==> src/sv/sbic_pkg.sv <==
// shared types and constants for the split bank instruction cache
package sbic_pkg;

  localparam int ADDR_BITS      = 32;
  localparam int LINE_OFS_BITS  = 5;
  localparam int LINE_BITS      = ADDR_BITS - LINE_OFS_BITS;
  localparam int WORD_BITS      = LINE_OFS_BITS - 3;
  localparam int FILL_BITS      = 64;
  localparam int FETCH_BITS     = 32;
  localparam int HALF_BITS      = 16;

  localparam logic [LINE_OFS_BITS-1:0] OFS_LAST  = 5'h1E;
  localparam logic [LINE_OFS_BITS-1:0] OFS_STEP  = 5'h02;
  localparam logic [WORD_BITS-1:0]     WORD_LAST = '1;

  localparam logic [1:0] KIND_DATA = 2'd0;
  localparam logic [1:0] KIND_REQ  = 2'd1;
  localparam logic [1:0] KIND_REJ  = 2'd2;

  typedef struct packed {
    logic                  func;
    logic [ADDR_BITS-1:0]  fetch_address;
    logic [FILL_BITS-1:0]  fill_data;
  } in_t;

  typedef struct packed {
    logic [1:0]            kind;
    logic [FETCH_BITS-1:0] fetch_data;
    logic [LINE_BITS-1:0]  request_line;
    logic                  last;
  } out_t;

  typedef enum logic [3:0] {
    OP_NONE,
    OP_CLR,
    OP_TAG0,
    OP_TAG1,
    OP_CHK,
    OP_DAT0,
    OP_DAT1,
    OP_DAT2,
    OP_PEND,
    OP_FRD,
    OP_FWR,
    OP_LOADPF
  } op_t;

  typedef enum logic [1:0] {
    SEL_REJ,
    SEL_DATA,
    SEL_REQ0,
    SEL_REQ1
  } out_sel_t;

  typedef struct packed {
    op_t      op;
    logic     accept;
    logic     out_load;
    out_sel_t out_sel;
  } dp_cmd_t;

  typedef struct packed {
    logic clr_last;
    logic is_fill;
    logic pending;
    logic miss;
    logic two_pend;
    logic last_word;
    logic last_line;
    logic out_free;
  } dp_stat_t;

endpackage

==> src/sv/sbic_ctrl.sv <==
// cache controller state machine
module sbic_ctrl import sbic_pkg::*; (
  input  logic     clk,
  input  logic     rst_n,
  input  logic     in_valid,
  output logic     in_stall,
  input  dp_stat_t stat,
  output dp_cmd_t  cmd
);

  typedef enum logic [3:0] {
    S_CLR, S_IDLE, S_DEC, S_T0, S_T1, S_CHK, S_EV, S_D1, S_D2,
    S_ODATA, S_REQ0, S_REQ1, S_REJ, S_FWR, S_FIN
  } state_t;

  state_t state_r, state_nxt;
  logic   fin_r, fin_nxt;

  always_comb begin
    state_nxt    = state_r;
    fin_nxt      = fin_r;
    cmd.op       = OP_NONE;
    cmd.accept   = 1'b0;
    cmd.out_load = 1'b0;
    cmd.out_sel  = SEL_REJ;
    unique case (state_r)
      S_CLR: begin
        cmd.op = OP_CLR;
        if (stat.clr_last) begin
          state_nxt = S_IDLE;
        end
      end
      S_IDLE: begin
        if (in_valid) begin
          cmd.accept = 1'b1;
          fin_nxt    = 1'b0;
          state_nxt  = S_DEC;
        end
      end
      S_DEC: begin
        if (stat.is_fill) begin
          if (stat.pending) begin
            cmd.op    = OP_FRD;
            state_nxt = S_FWR;
          end else begin
            state_nxt = S_REJ;
          end
        end else if (stat.pending) begin
          state_nxt = S_REJ;
        end else begin
          state_nxt = S_T0;
        end
      end
      S_T0: begin
        cmd.op    = OP_TAG0;
        state_nxt = S_T1;
      end
      S_T1: begin
        cmd.op    = OP_TAG1;
        state_nxt = S_CHK;
      end
      S_CHK: begin
        cmd.op    = OP_CHK;
        state_nxt = S_EV;
      end
      S_EV: begin
        if (fin_r || !stat.miss) begin
          cmd.op    = OP_DAT0;
          state_nxt = S_D1;
        end else begin
          cmd.op    = OP_PEND;
          state_nxt = S_REQ0;
        end
      end
      S_D1: begin
        cmd.op    = OP_DAT1;
        state_nxt = S_D2;
      end
      S_D2: begin
        cmd.op    = OP_DAT2;
        state_nxt = S_ODATA;
      end
      S_ODATA: begin
        cmd.out_sel = SEL_DATA;
        if (stat.out_free) begin
          cmd.out_load = 1'b1;
          state_nxt    = S_IDLE;
        end
      end
      S_REQ0: begin
        cmd.out_sel = SEL_REQ0;
        if (stat.out_free) begin
          cmd.out_load = 1'b1;
          state_nxt    = stat.two_pend ? S_REQ1 : S_IDLE;
        end
      end
      S_REQ1: begin
        cmd.out_sel = SEL_REQ1;
        if (stat.out_free) begin
          cmd.out_load = 1'b1;
          state_nxt    = S_IDLE;
        end
      end
      S_REJ: begin
        cmd.out_sel = SEL_REJ;
        if (stat.out_free) begin
          cmd.out_load = 1'b1;
          state_nxt    = S_IDLE;
        end
      end
      S_FWR: begin
        cmd.op    = OP_FWR;
        state_nxt = (stat.last_word && stat.last_line) ? S_FIN : S_IDLE;
      end
      S_FIN: begin
        cmd.op    = OP_LOADPF;
        fin_nxt   = 1'b1;
        state_nxt = S_T0;
      end
      default: state_nxt = S_IDLE;
    endcase
  end

  always_ff @(posedge clk) begin
    if (!rst_n) begin
      state_r <= S_CLR;
      fin_r   <= 1'b0;
    end else begin
      state_r <= state_nxt;
      fin_r   <= fin_nxt;
    end
  end

  assign in_stall = (state_r != S_IDLE);

endmodule

==> config.mk <==
export PLATFORM = sky130hd
export DESIGN_NAME = sbic_ctrl
export DESIGN_NICKNAME = d
export VERILOG_FILES = /design/src/sv/sbic_pkg.sv /design/src/sv/sbic_ctrl.sv
export SDC_FILE = /design/constraint.sdc
export NUM_CORES = 1
export LEC_CHECK = 0
export BUFFER_PORTS_ARGS = -buffer_cell sky130_fd_sc_hd__buf_2
export CORE_MARGIN = 2
export CORE_UTILIZATION = 40
export DETAILED_ROUTE_END_ITERATION = 16
export SLEW_MARGIN = 40
export SYNTH_ARGS = -nofsm -noshare
export SYNTH_HDL_FRONTEND = slang
export SYNTH_SLANG_ARGS = --single-unit
==> constraint.sdc <==
create_clock -name clk -period 4.1 [get_ports clk]
set_clock_uncertainty 0.05 [all_clocks]
set_input_delay 0 -clock clk [delete_from_list [all_inputs] [get_ports clk]]
set_output_delay 0 -clock clk [all_outputs]
set_load 0.1 [all_outputs]
After elaboration in Yosys (flattened, before gate mapping):

Cells that the tools add are included.

* bits in registers: 5
* bits of input ports: 11
* output and inout bits: 9
* word-level logic and storage cells: 50

* equal/unequal tests: 19
* muxes and demuxes: 21
* reduce and logical (&&, ||, !) cells: 8

Operators with widths (number)
* 4-bit case mux with 13 select lines: 1
* 4-bit two-way mux: 12
* 4-bit case mux with 10 select lines: 1
* 4-bit == test, second input constant: 7
* 4-bit by 3-bit == test with 1-bit output, second input constant: 4
* 3-bit case mux with 4 select lines: 1
* 4-bit by 2-bit == test with 1-bit output, second input constant: 2
* 2-bit inequality test, second input constant: 3
* 1-bit two-way mux: 5
* 4-bit by 1-bit == test with 1-bit output, second input constant: 1
* 4-bit logical NOT: 1
* 4-bit by 1-bit inequality test with 1-bit output, second input constant: 1
* 4-bit AND reduction: 1
* 3-bit OR reduction: 1
* 2-bit by 1-bit inequality test with 1-bit output, second input constant: 1
* 1-bit case mux with 2 select lines: 1
* 2-bit AND reduction: 1
* 2-bit nonzero test: 1
* 1-bit logical AND: 1
* 1-bit logical NOT: 1
* 1-bit logical OR: 1

Depth between registers and ports, before layout:

Gate-level depths: netlist of the first run.

* word-level depth: 4
* mapped depth: 7
* depth with buffers taken out: 7

Least setup slack after synthesis of the first run:

Ideal clock, no wire load.

* kind: flip-flop to output port
* from: register state_r[2]
* to: output cmd[4] in the netlist's numbering
* arrival time: 3089 ps
* data required time: 4050 ps
* path slack: 961 ps
* cell stages (with the launch flop): 5
* buffers on the path: 2
* path through: dfxtp_1 > buf_4 > buf_2 > o22ai_1 > a221oi_1

RTL lines
* from (decl): RTL line sbic_ctrl.sv:16 `state_t state_r, state_nxt;`
* from (signal assigned): RTL line sbic_ctrl.sv:129 `state_r <= state_nxt;`
* to (decl): RTL line sbic_ctrl.sv:8 `output dp_cmd_t cmd`

==> impl_results.html, run 1 <==
<table>
<tr><th>Metric</th><th>Value</th></tr>
<tr><th colspan="2">STA</th></tr>
<tr><td>Final hold viol count</td><td>0</td></tr>
<tr><td>Final total negative setup slack</td><td>0 ns</td></tr>
<tr><td>Worst relative slew slack</td><td>52.0%</td></tr>
<tr><td>Fmax</td><td>0.469 GHz</td></tr>
<tr><td>Final cycle utilization of the critical path</td><td>52.0%</td></tr>
<tr><td>Setup ws final</td><td>1.97 ns</td></tr>
<tr><td>Measured slew at the worst slew-check pin</td><td>0.720 ns</td></tr>
<tr><td>Total of endpoints with negative setup slack in the final report</td><td>0</td></tr>
<tr><td>Minimum clock period</td><td>2.13 ns</td></tr>
<tr><td>Final count of pins violating max slew</td><td>0</td></tr>
<tr><td>RSZ-0062 raised after global routing</td><td>false</td></tr>
<tr><th colspan="2">Final layout</th></tr>
<tr><td>Final core area utilization</td><td>49.3%</td></tr>
<tr><td>Leading cell types in the layout, fill and taps excluded</td><td>buf_2 (19), a21oi_1 (10), o21ai_1 (8)</td></tr>
<tr><td>Layout cell share with drive strength beyond 1</td><td>23.2%</td></tr>
<tr><td>Final Instance Area</td><td>759 um2</td></tr>
<tr><td>Fillers</td><td>171</td></tr>
<tr><td>Inserted Diodes</td><td>0</td></tr>
<tr><td>Most common cell after layout, fill and taps aside</td><td>buf_2</td></tr>
<tr><td>Number of nets in the final layout</td><td>127</td></tr>
<tr><td>Area growth from synthesis to layout</td><td>13.7%</td></tr>
<tr><th colspan="2">Detailed routing</th></tr>
<tr><td>Total wire length after detailed routing</td><td>1520 um</td></tr>
<tr><td>Number of vias per cell after detailed routing</td><td>5.55</td></tr>
<tr><td>Antenna viol nets, final</td><td>0</td></tr>
<tr><td>Overall via count from detail_route</td><td>710</td></tr>
<tr><td>DRC</td><td>0</td></tr>
<tr><td>WL per Instance</td><td>11.9 um</td></tr>
<tr><td>Violation count after the first detailed-route iteration</td><td>8</td></tr>
<tr><td>Count of TritonRoute iterations in the first routing pass</td><td>4</td></tr>
<tr><th colspan="2">Synth</th></tr>
<tr><td>Share of synthesized area occupied by flip-flops and latches</td><td>15.0%</td></tr>
<tr><td>Net Count, Synth</td><td>110</td></tr>
<tr><td>Distinct cells, synth</td><td>40</td></tr>
<tr><td>Post-synthesis sequential element count</td><td>5</td></tr>
<tr><td>Netlist Area Pre-Place</td><td>668 um2</td></tr>
<tr><td>Mean instance size in the synthesized netlist</td><td>6.96 um2</td></tr>
<tr><td>Synth async-reset ratio</td><td>0%</td></tr>
<tr><td>Post-synth top flop</td><td>dfxtp_1</td></tr>
<tr><td>Total number of yosys warnings</td><td>0</td></tr>
<tr><td>EDFF count, synth</td><td>0</td></tr>
<tr><td>Count of mapped cells out of synthesis</td><td>96</td></tr>
<tr><th colspan="2">Floorplanning</th></tr>
<tr><td>Initial cell density of the core</td><td>43.3%</td></tr>
<tr><td>Area of the die</td><td>0.00201 mm2</td></tr>
<tr><td>Number of placement rows</td><td>14</td></tr>
<tr><td>X dimension of the die</td><td>44.9 um</td></tr>
<tr><td>Y dimension of the die</td><td>44.9 um</td></tr>
<tr><td>I/O pin total</td><td>20</td></tr>
<tr><td>Core footprint</td><td>0.00154 mm2</td></tr>
<tr><th colspan="2">Global route</th></tr>
<tr><td>Maximum number of pins on one net before global-route repair</td><td>23</td></tr>
<tr><td>Total overflow reported by the global router</td><td>0</td></tr>
<tr><td>Wire length of the first global-routing pass</td><td>2460 um</td></tr>
<tr><td>Total global routing track utilization</td><td>16.1%</td></tr>
<tr><td>Vias in the first global route</td><td>597</td></tr>
<tr><td>Initial antenna violation count</td><td>0</td></tr>
<tr><th colspan="2">Placement</th></tr>
<tr><td>Routability cong.</td><td>0.794</td></tr>
<tr><td>Worst slack after detailed placement</td><td>2.23 ns</td></tr>
<tr><td>Port Buffer Count</td><td>19</td></tr>
<tr><td>HPWL after DPL</td><td>1140 um</td></tr>
<tr><td>Post-DP Area</td><td>723 um2</td></tr>
<tr><th colspan="2">Power</th></tr>
<tr><td>Leakage power figure</td><td>0.000315 uW</td></tr>
<tr><td>Pwr/cell area</td><td>289 mW/mm2</td></tr>
<tr><td>Peak supply drop</td><td>183 uV</td></tr>
<tr><th colspan="2">Worst setup path</th></tr>
<tr><td>Cell at the slowest stage of the critical path</td><td>dfxtp_1</td></tr>
<tr><td>Critical path startpoint category</td><td>register</td></tr>
<tr><td>Largest driver fanout on the critical path</td><td>22</td></tr>
<tr><td>Worst path cell trace</td><td>nand3b_1 -&gt; o21ai_0 -&gt; a32o_1 -&gt; buf_2</td></tr>
<tr><td>Data required time of the worst path</td><td>4.05 ns</td></tr>
<tr><td>Gate family responsible for the most delay along the worst path</td><td>flip-flops</td></tr>
<tr><td>Category of the critical setup timing path</td><td>reg -&gt; out</td></tr>
<tr><td>Data arrival time of the critical path</td><td>2.08 ns</td></tr>
<tr><td>Delay of the slowest critical-path stage</td><td>0.78 ns</td></tr>
<tr><td>Number of buffer and inverter stages on the critical path</td><td>1</td></tr>
<tr><td>Kind of end point of the critical path</td><td>output pin</td></tr>
<tr><th colspan="2">Clocking</th></tr>
<tr><td>Post-cts repair resize count</td><td>0</td></tr>
<tr><td>Quantity of hold-fixing buffers added after cts</td><td>1</td></tr>
<tr><td>TritonCTS Buffers</td><td>3</td></tr>
<tr><td>Clk slew on worst S/H paths</td><td>0.04 ns</td></tr>
<tr><td>Root Driver</td><td>clkbuf_4</td></tr>
<tr><td>H-Tree Level Count</td><td>1</td></tr>
<tr><td>Number of sinks driven by the clock tree</td><td>5</td></tr>
<tr><td>Number of setup buffers added after CTS</td><td>0</td></tr>
<tr><td>Maximum number of buffers from clock root to sink</td><td>2</td></tr>
<tr><td>Clock insertion delay at the later pin of the skew report</td><td>0.24 ns</td></tr>
<tr><td>Clock tree from TritonCTS</td><td>done</td></tr>
<tr><th colspan="2">Run status</th></tr>
<tr><td>Status</td><td>complete, no violations</td></tr>
<tr><th colspan="2">Worst hold path</th></tr>
<tr><td>Type of the most critical hold path</td><td>in -&gt; reg</td></tr>
<tr><th colspan="2">Job</th></tr>
<tr><td>Reported max-cap violation count</td><td>0</td></tr>
</table>
per-stage QoR:
step / instances / hold slack (ns) / power (uW)
2_1_floorplan: 96 / 0.0646 / 151
3_3_place_gp: 123 / 0.240 / 165
3_5_place_dp: 123 / 0.244 / 165
4_1_cts: 128 / 0.0503 / 223
5_1_grt: 128 / 0.0565 / 238
6_report: 128 / 0.0587 / 220
final timing paths:
| path | start | end | slack (ns) | depth (start not counted) |
|---|---|---|---|---|
| setup / recovery | state_r[1] | cmd[7] | 1.97 | 4 |
| hold reg to reg | fin_r | fin_r | 0.50 | 2 |
| setup reg to reg | state_r[1] | state_r[0] | 2.24 | 5 |
| hold / removal | stat[0] | state_r[3] | 0.06 | 4 |
worst reg2reg max path, delay by kind of cell (launching register included):
family	cells	cell delay (ns)
AOI/OAI and AO/OA	3	0.52
and+or+nand+nor	2	0.41
DFF	1	0.78
sequential cells by signal (all words and copies together) (netlist names):
name,count
fin_r,1
state_r,4
power by group:
group          internal (uW)  leakage [uW]  switching, uW
Sequential              51.6     0.0000406           15.0
Combinational           29.8      0.000260           68.6
Clock                   36.7     0.0000150           18.3
cell usage after synthesis (2+ instances only):
cell type  number  area share, %
nor2b_1         4            3.7
o22ai_1         2            1.9
o21ai_1         8            6.0
nor3_1          2            1.5
ha_1            3            5.6
buf_2           3            2.2
nand2b_1        7            6.6
o21ai_0         2            1.5
and3_1          2            1.9
buf_6           3            5.1
and2_1          2            1.9
inv_1           4            2.2
nor2_1          6            3.4
nand3_1         3            2.2
a21oi_1        10            7.5
nand2_1         6            3.4
dfxtp_1         5             15
nand3b_1        2            2.2
final cells by class:
cell class                 instances  area [um2]  area share, %
clock buffer                       4        26.3           3.46
multi-input combinational         78         489           64.4
sequential                         5         100           13.2
tap                               16        20.0           2.64
timing repair buffer              20         105           13.8
inverter                           5        18.8           2.47
layer usage:
metal	up-vias	track usage, %	routed length, um	share of wire (%)
met2	11	24.6	732	48
met1	327	21.3	727	48
li1	372	-	-	-
met3	0	3.20	64	4.2
met4	0	8.82	0	0
met5	-	0	0	0
cell families (layout without fill, tap and decap cells):
kind of cell / count (synthesis) / count (layout) / synth area share (%)
buffers and inverters: 13 / 29 / 11.8
xor gates and xnor gates: 1 / 1 / 2.44
adders and majority gates: 3 / 3 / 5.62
AOI/OAI and AO/OA: 34 / 34 / 32.4
and+or+nand+nor: 40 / 40 / 32.8
DFF: 5 / 5 / 15.0
(Power assumes the default switching activity.)
==> inputs of run 2 (changes only) <==
==> constraint.sdc (replaced) <==
create_clock -name clk -period 2.08 [get_ports clk]
set_clock_uncertainty 0.05 [all_clocks]
set_input_delay 0 -clock clk [delete_from_list [all_inputs] [get_ports clk]]
set_output_delay 0 -clock clk [all_outputs]
set_load 0.1 [all_outputs]
==> run 2 against run 1 <==
Power grew 110%. Worst hold slack lost 0.019 ns. Register-to-register slack worse by 1.9 ns. Final area rose by 12%. Cell count rose by 3.1%. Global-route usage grew 1.5 points. Routed wire length up 8.7%. Flip-flop and latch count is the same. Die area is the same. Core utilization grew 5.8 points. Critical path type unchanged. Largest power group unchanged. Highest routed layer is now met4.
==> impl_results.html, run 2 (synthesized netlist as in run 1, its figures left out) <==
<table>
<tr><th>Metric</th><th>Value</th></tr>
<tr><th colspan="2">Run status</th></tr>
<tr><td>Status</td><td>complete, no violations</td></tr>
<tr><th colspan="2">Clocking</th></tr>
<tr><td>Root Driver</td><td>clkbuf_4</td></tr>
<tr><td>Number of setup buffers added after CTS</td><td>0 (unchanged)</td></tr>
<tr><td>TritonCTS Buffers</td><td>3 (unchanged)</td></tr>
<tr><td>Clock insertion delay at the later pin of the skew report</td><td>0.24 ns (about the same)</td></tr>
<tr><td>H-Tree Level Count</td><td>1 (unchanged)</td></tr>
<tr><td>Number of sinks driven by the clock tree</td><td>5 (unchanged)</td></tr>
<tr><td>Clk slew on worst S/H paths</td><td>0.05 ns (about the same)</td></tr>
<tr><td>Clock tree from TritonCTS</td><td>done</td></tr>
<tr><td>Maximum number of buffers from clock root to sink</td><td>2 (unchanged)</td></tr>
<tr><th colspan="2">Detailed routing</th></tr>
<tr><td>Number of vias per cell after detailed routing</td><td>5.73 (+3.4%)</td></tr>
<tr><td>Total wire length after detailed routing</td><td>1660 um (+8.7%)</td></tr>
<tr><td>Overall via count from detail_route</td><td>757 (+6.6%)</td></tr>
<tr><td>WL per Instance</td><td>12.5 um (+5.4%)</td></tr>
<tr><td>Count of TritonRoute iterations in the first routing pass</td><td>4 (unchanged)</td></tr>
<tr><td>DRC</td><td>0 (unchanged)</td></tr>
<tr><td>Violation count after the first detailed-route iteration</td><td>8 (unchanged)</td></tr>
<tr><td>Antenna viol nets, final</td><td>0 (unchanged)</td></tr>
<tr><th colspan="2">Worst setup path</th></tr>
<tr><td>Startpoint of the worst-slack reg-to-reg timing path</td><td>state_r[1]</td></tr>
<tr><td>Kind of end point of the critical path</td><td>output pin</td></tr>
<tr><td>Number of buffer and inverter stages on the critical path</td><td>2 (+1)</td></tr>
<tr><td>Data required time of the worst path</td><td>2.03 ns (-2.02 ns)</td></tr>
<tr><td>Category of the critical setup timing path</td><td>reg -&gt; out</td></tr>
<tr><td>Delay of the slowest critical-path stage</td><td>0.72 ns (-0.06 ns)</td></tr>
<tr><td>Largest driver fanout on the critical path</td><td>19 (-14%)</td></tr>
<tr><td>Gate family responsible for the most delay along the worst path</td><td>flip-flops</td></tr>
<tr><td>Data arrival time of the critical path</td><td>1.94 ns (-0.14 ns)</td></tr>
<tr><td>Critical path startpoint category</td><td>register</td></tr>
<tr><td>Worst path cell trace</td><td>buf_4 -&gt; xor2_2 -&gt; a221oi_2 -&gt; buf_12</td></tr>
<tr><td>Origin of the worst setup path</td><td>state_r[1]</td></tr>
<tr><td>Cell at the slowest stage of the critical path</td><td>dfxtp_1</td></tr>
<tr><th colspan="2">Power</th></tr>
<tr><td>Pwr/cell area</td><td>554 mW/mm2 (+92%)</td></tr>
<tr><td>Combinational fraction of design power</td><td>49.1% (+4.4 points)</td></tr>
<tr><td>Switching portion of total power</td><td>45.5% (-0.83 points)</td></tr>
<tr><td>Share of total power in sequential cells</td><td>27.1% (-3.2 points)</td></tr>
<tr><td>Share of total power in the clock network</td><td>23.8% (-1.2 points)</td></tr>
<tr><td>Pint</td><td>257 uW (+120%)</td></tr>
<tr><td>Total Power</td><td>471 uW (+110%)</td></tr>
<tr><td>Peak supply drop</td><td>359 uV (+96%)</td></tr>
<tr><td>Leakage power figure</td><td>0.000356 uW (+13%)</td></tr>
<tr><td>Net switching component of the power</td><td>214 uW (+110%)</td></tr>
<tr><th colspan="2">Global route</th></tr>
<tr><td>Wire length of the first global-routing pass</td><td>2570 um (+4.8%)</td></tr>
<tr><td>Total global routing track utilization</td><td>17.6% (+1.5 points)</td></tr>
<tr><td>Initial antenna violation count</td><td>0 (unchanged)</td></tr>
<tr><td>Total overflow reported by the global router</td><td>0 (unchanged)</td></tr>
<tr><td>Vias in the first global route</td><td>598 (+0.17%)</td></tr>
<tr><td>Maximum number of pins on one net before global-route repair</td><td>20 (-13%)</td></tr>
<tr><th colspan="2">Final layout</th></tr>
<tr><td>Top reg by flops</td><td>state_r</td></tr>
<tr><td>Most common cell after layout, fill and taps aside</td><td>buf_2</td></tr>
<tr><td>Largest regs</td><td>state_r (4), fin_r (1)</td></tr>
<tr><td>Inserted Diodes</td><td>0 (unchanged)</td></tr>
<tr><td>Number of nets in the final layout</td><td>131 (+3.1%)</td></tr>
<tr><td>Layout cell share with drive strength beyond 1</td><td>28.4% (+5.2 points)</td></tr>
<tr><td>Leading cell types in the layout, fill and taps excluded</td><td>buf_2 (16), a21oi_1 (10), o21ai_1 (8)</td></tr>
<tr><td>Max reg flops</td><td>4 (unchanged)</td></tr>
<tr><td>Count of placed standard cells in the final layout, fillers left out</td><td>132 (+3.1%)</td></tr>
<tr><td>Area growth from synthesis to layout</td><td>27.2%</td></tr>
<tr><th colspan="2">Floorplanning</th></tr>
<tr><td>Core footprint</td><td>0.00154 mm2 (unchanged)</td></tr>
<tr><td>X dimension of the die</td><td>44.9 um (unchanged)</td></tr>
<tr><td>Initial cell density of the core</td><td>43.3% (unchanged)</td></tr>
<tr><td>Number of placement rows</td><td>14 (unchanged)</td></tr>
<tr><td>I/O pin total</td><td>20 (unchanged)</td></tr>
<tr><td>Y dimension of the die</td><td>44.9 um (unchanged)</td></tr>
<tr><td>Area of the die</td><td>0.00201 mm2 (unchanged)</td></tr>
<tr><th colspan="2">STA</th></tr>
<tr><td>Measured slew at the worst slew-check pin</td><td>0.645 ns (-0.0743 ns)</td></tr>
<tr><td>Tightest hold margin</td><td>0.0396 ns (-0.0191 ns)</td></tr>
<tr><td>Total of endpoints with negative setup slack in the final report</td><td>0 (unchanged)</td></tr>
<tr><td>Fmax</td><td>0.501 GHz</td></tr>
<tr><td>Final total negative setup slack</td><td>0 ns (unchanged)</td></tr>
<tr><td>RSZ-0062 raised after global routing</td><td>false</td></tr>
<tr><td>Final hold viol count</td><td>0 (unchanged)</td></tr>
<tr><td>Final count of pins violating max slew</td><td>0 (unchanged)</td></tr>
<tr><td>Final cycle utilization of the critical path</td><td>95.9%</td></tr>
<tr><td>Minimum clock period</td><td>1.99 ns</td></tr>
<tr><td>Worst relative slew slack</td><td>56.9% (+5.0 points)</td></tr>
<tr><th colspan="2">Worst hold path</th></tr>
<tr><td>Min-Delay Startpoint</td><td>stat[0]</td></tr>
<tr><td>Type of the most critical hold path</td><td>in -&gt; reg</td></tr>
<tr><th colspan="2">Job</th></tr>
<tr><td>Reported max-cap violation count</td><td>0 (unchanged)</td></tr>
<tr><th colspan="2">Placement</th></tr>
<tr><td>Routability cong.</td><td>0.949 (+19%)</td></tr>
<tr><td>Number of cells after detailed placement</td><td>127 (+3.3%)</td></tr>
<tr><td>Port Buffer Count</td><td>19 (unchanged)</td></tr>
<tr><td>HPWL after DPL</td><td>1270 um (+11%)</td></tr>
</table>
[run 2: final cells by class]
type | instances | area (um2)
fill | 165 | 692
multi-input combinational | 78 | 503
clock buffer | 4 | 26.3
timing repair buffer | 24 | 180
sequential | 5 | 101
inverter | 5 | 18.8
tap | 16 | 20.0
[run 2: timing repair]
| action | 4_1_cts | 5_1_grt |
|---|---|---|
| resized for setup | 0 | 1 |
| endpoints found under the setup margin | 0 | 1 |
| hold endpoints to repair | 2 | 0 |
| hold buffers | 1 | 0 |
[run 2: stage by stage]
step | worst slack, ns | cell area, um2 | util [%]
floorplan | -0.142 | 682 | -
global route | 0.0131 | 850 | 55.1
finish | 0.0859 | 850 | 55.1
CTS | 0.117 | 848 | 55.0
global placement | 0.303 | 812 | 52.7
detailed placement | 0.347 | 812 | 52.7
[run 2: power groups by stage]
stage                     registers (uW)  clock network (uW)  logic [uW]
after floorplan                      107                   0         194
after global placement               128                   0         230
after detailed placement             128                   0         230
after CTS                            126                 117         232
after global routing                 129                 133         247
final                                128                 112         231
[run 2: path summary, 6_finish.rpt]
check	end	slack, ns	cells after the start
worst max-delay path	cmd[4]	0.09	4
worst min-delay path	state_r[3]	0.04	4
worst max register to register	state_r[0]	0.33	5
worst min register to register	fin_r	0.51	2
[run 2: routing by layer]
metal	wire length, um	up-vias	track usage [%]
met2	760	22	25.5
met1	808	341	25.2
met4	21	0	2.35
met3	66	4	7.20
met5	0	-	0
li1	-	390	-
[run 2: tightest hold or removal path, cell delays in order]
cell     delay (ns)
buf_2          0.09
nor2_1         0.07
nand2_1        0.07
o21ai_1        0.05
==> inputs of run 3 (changes only) <==
--- a/config.mk
+++ b/config.mk
@@ -7,7 +7,7 @@
 export LEC_CHECK = 0
 export BUFFER_PORTS_ARGS = -buffer_cell sky130_fd_sc_hd__buf_2
 export CORE_MARGIN = 2
-export CORE_UTILIZATION = 40
+export CORE_UTILIZATION = 35
 export DETAILED_ROUTE_END_ITERATION = 16
 export SLEW_MARGIN = 40
 export SYNTH_ARGS = -nofsm -noshare
==> run 3 against run 2 <==
Via count decreased by 0.26%. Maximum frequency increased by 5.2%. First-iteration DRC count grew 75%. Worst hold slack improved by 0.017 ns. Critical endpoint is now cmd[7]. Clock power about the same. Routed wire length shrank 0.85%. Core utilization down 6.4 points. Sequential share of layout area decreased by 0.28 points. Critical path depth is the same. Setup slack better by 0.098 ns. Register-to-register slack barely moved. Clock-buffer cell count unchanged. Highest routed layer is now met3.
==> impl_results.html, run 3 (synthesized netlist as in run 1, its figures left out) <==
<table>
<tr><th>Metric</th><th>Value</th></tr>
<tr><th colspan="2">Run status</th></tr>
<tr><td>Status</td><td>complete, no violations</td></tr>
<tr><th colspan="2">Final layout</th></tr>
<tr><td>Area growth from synthesis to layout</td><td>28.7%</td></tr>
<tr><td>Max reg flops</td><td>4 (unchanged)</td></tr>
<tr><td>Most common cell after layout, fill and taps aside</td><td>buf_2</td></tr>
<tr><td>Top reg by flops</td><td>state_r</td></tr>
<tr><td>Layout cell share with drive strength beyond 1</td><td>27.6% (-0.86 points)</td></tr>
<tr><td>Inserted Diodes</td><td>0 (unchanged)</td></tr>
<tr><td>Number of nets in the final layout</td><td>131 (unchanged)</td></tr>
<tr><td>Leading cell types in the layout, fill and taps excluded</td><td>buf_2 (16), a21oi_1 (10), o21ai_1 (8)</td></tr>
<tr><td>Largest regs</td><td>state_r (4), fin_r (1)</td></tr>
<tr><th colspan="2">STA</th></tr>
<tr><td>Final count of pins violating max slew</td><td>0 (unchanged)</td></tr>
<tr><td>Total of endpoints with negative setup slack in the final report</td><td>0 (unchanged)</td></tr>
<tr><td>Fmax</td><td>0.527 GHz (+5.2%)</td></tr>
<tr><td>Final hold viol count</td><td>0 (unchanged)</td></tr>
<tr><td>Measured slew at the worst slew-check pin</td><td>0.616 ns (-0.0289 ns)</td></tr>
<tr><td>Tightest hold margin</td><td>0.0562 ns (+0.0166 ns)</td></tr>
<tr><td>RSZ-0062 raised after global routing</td><td>false</td></tr>
<tr><td>Minimum clock period</td><td>1.90 ns (-0.0979 ns)</td></tr>
<tr><td>Worst relative slew slack</td><td>58.8% (+1.9 points)</td></tr>
<tr><td>Final cycle utilization of the critical path</td><td>91.2% (-4.7 points)</td></tr>
<tr><th colspan="2">Clocking</th></tr>
<tr><td>H-Tree Level Count</td><td>1 (unchanged)</td></tr>
<tr><td>Maximum number of buffers from clock root to sink</td><td>2 (unchanged)</td></tr>
<tr><td>Number of sinks driven by the clock tree</td><td>5 (unchanged)</td></tr>
<tr><td>Clock tree from TritonCTS</td><td>done</td></tr>
<tr><td>Root Driver</td><td>clkbuf_4</td></tr>
<tr><td>Clk slew on worst S/H paths</td><td>0.04 ns (about the same)</td></tr>
<tr><td>Clock insertion delay at the later pin of the skew report</td><td>0.24 ns (about the same)</td></tr>
<tr><td>Post-cts repair resize count</td><td>0 (unchanged)</td></tr>
<tr><td>TritonCTS Buffers</td><td>3 (unchanged)</td></tr>
<tr><th colspan="2">Worst setup path</th></tr>
<tr><td>Largest driver fanout on the critical path</td><td>18 (-1)</td></tr>
<tr><td>WP depth</td><td>4 (unchanged)</td></tr>
<tr><td>Delay of the slowest critical-path stage</td><td>0.70 ns (-0.02 ns)</td></tr>
<tr><td>Worst path cell trace</td><td>nand3b_1 -&gt; o21ai_0 -&gt; a32o_1 -&gt; buf_12</td></tr>
<tr><td>Cell at the slowest stage of the critical path</td><td>dfxtp_1</td></tr>
<tr><td>Data arrival time of the critical path</td><td>1.85 ns (-0.09 ns)</td></tr>
<tr><td>Data required time of the worst path</td><td>2.03 ns (about the same)</td></tr>
<tr><td>Gate family responsible for the most delay along the worst path</td><td>flip-flops</td></tr>
<tr><td>Critical path startpoint category</td><td>register</td></tr>
<tr><td>Category of the critical setup timing path</td><td>reg -&gt; out</td></tr>
<tr><td>Worst R2R Path Depth</td><td>5 (unchanged)</td></tr>
<tr><td>Number of buffer and inverter stages on the critical path</td><td>1 (-1)</td></tr>
<tr><td>Kind of end point of the critical path</td><td>output pin</td></tr>
<tr><th colspan="2">Placement</th></tr>
<tr><td>Routability cong.</td><td>0.843 (-11%)</td></tr>
<tr><td>HPWL after DPL</td><td>1290 um (+1.8%)</td></tr>
<tr><td>Port Buffer Count</td><td>19 (unchanged)</td></tr>
<tr><th colspan="2">Detailed routing</th></tr>
<tr><td>Total wire length after detailed routing</td><td>1640 um (-0.85%)</td></tr>
<tr><td>Count of TritonRoute iterations in the first routing pass</td><td>4 (unchanged)</td></tr>
<tr><td>DRC</td><td>0 (unchanged)</td></tr>
<tr><td>Number of vias per cell after detailed routing</td><td>5.35 (-6.6%)</td></tr>
<tr><td>Antenna viol nets, final</td><td>0 (unchanged)</td></tr>
<tr><td>Violation count after the first detailed-route iteration</td><td>14 (+6)</td></tr>
<tr><td>Overall via count from detail_route</td><td>755 (-0.26%)</td></tr>
<tr><td>WL per Instance</td><td>11.6 um (-7.2%)</td></tr>
<tr><th colspan="2">Floorplanning</th></tr>
<tr><td>Number of placement rows</td><td>15 (+1)</td></tr>
<tr><td>Area of the die</td><td>0.00227 mm2 (+13%)</td></tr>
<tr><td>Core footprint</td><td>0.00176 mm2 (+14%)</td></tr>
<tr><td>Initial cell density of the core</td><td>37.9% (-5.5 points)</td></tr>
<tr><td>I/O pin total</td><td>20 (unchanged)</td></tr>
<tr><td>Y dimension of the die</td><td>47.7 um (+6.3%)</td></tr>
<tr><td>X dimension of the die</td><td>47.7 um (+6.3%)</td></tr>
<tr><th colspan="2">Global route</th></tr>
<tr><td>Initial antenna violation count</td><td>0 (unchanged)</td></tr>
<tr><td>Vias in the first global route</td><td>589 (-1.5%)</td></tr>
<tr><td>Total global routing track utilization</td><td>16.0% (-1.6 points)</td></tr>
<tr><td>Total overflow reported by the global router</td><td>0 (unchanged)</td></tr>
<tr><td>Maximum number of pins on one net before global-route repair</td><td>19 (-5.0%)</td></tr>
<tr><td>Wire length of the first global-routing pass</td><td>2620 um (+1.9%)</td></tr>
<tr><th colspan="2">Power</th></tr>
<tr><td>Switching portion of total power</td><td>45.1% (-0.36 points)</td></tr>
<tr><td>Pwr/cell area</td><td>543 mW/mm2 (-2.1%)</td></tr>
<tr><td>Pint</td><td>256 uW (-0.26%)</td></tr>
<tr><td>Share of total power in the clock network</td><td>23.3% (-0.5 points)</td></tr>
<tr><td>Total Power</td><td>467 uW (-0.92%)</td></tr>
<tr><td>Share of total power in sequential cells</td><td>26.5% (-0.6 points)</td></tr>
<tr><td>Leakage power figure</td><td>0.000356 uW (about the same)</td></tr>
<tr><td>Combinational fraction of design power</td><td>50.1% (+1.0 points)</td></tr>
<tr><td>Peak supply drop</td><td>310 uV (-13%)</td></tr>
<tr><td>Net switching component of the power</td><td>211 uW (-1.7%)</td></tr>
<tr><th colspan="2">Worst hold path</th></tr>
<tr><td>Type of the most critical hold path</td><td>in -&gt; reg</td></tr>
<tr><td>Hold Path Cell Cnt</td><td>4 (unchanged)</td></tr>
<tr><th colspan="2">Job</th></tr>
<tr><td>Reported max-cap violation count</td><td>0 (unchanged)</td></tr>
</table>
[run 3: cell types whose count changed in the layout (fill, tap and decap cells not counted)]
cell,delta
dfxtp_2,-1
dfxtp_1,+1
[run 3: area by class of cell]
class,instances,area [um2]
Timing Repair Buffer,24,180
Inverter,5,18.8
Tap cell,25,31.3
Multi-Input combinational cell,78,503
Sequential cell,5,100
Fill cell,183,905
Clock buffer,4,26.3
[run 3: worst paths after layout]
check / start / endpoint / slack, ns
hold / removal: stat[0] / state_r[3] / 0.06
setup / recovery: state_r[1] / cmd[7] / 0.18
setup reg to reg: state_r[1] / state_r[0] / 0.34
hold reg to reg: fin_r / fin_r / 0.50
[run 3: power by group through the flow]
stage               registers (uW)  logic (uW)  clock network (uW)
floorplan                      107         194                   0
finish                         124         234                 109
global placement               125         232                   0
CTS                            124         235                 116
global route                   127         250                 119
detailed placement             125         233                   0
[run 3: per-stage QoR]
step	instances	utilization (%)	setup slack [ns]	setup TNS (ns)	cell area, um2
finish	141	48.7	0.184	0	860
floorplan	96	-	-0.142	-0.142	682
global placement	136	46.7	0.426	0	823
detailed placement	136	46.7	0.351	0	823
CTS	141	48.7	0.184	0	860
global route	141	48.7	0.0427	0	860
[run 3: repair_timing]
action,in CTS,in global routing
buffers inserted,0,0
hold endpoints to repair,2,0
hold buffers,1,0
[run 3: tightest hold or removal path, stage by stage]
cell and delay (ns):
buf_2 0.10, nor2_1 0.07, nand2_1 0.06, o21ai_1 0.06
[run 3: routing by layer]
layer  track usage (%)  share of wire, %  vias to the layer above
met2              23.2                48                       13
met4              3.24                 0                        0
met5                 0                 0                        -
met1              24.2                50                      356
li1                  -                 -                      386
met3              3.40               2.8                        0
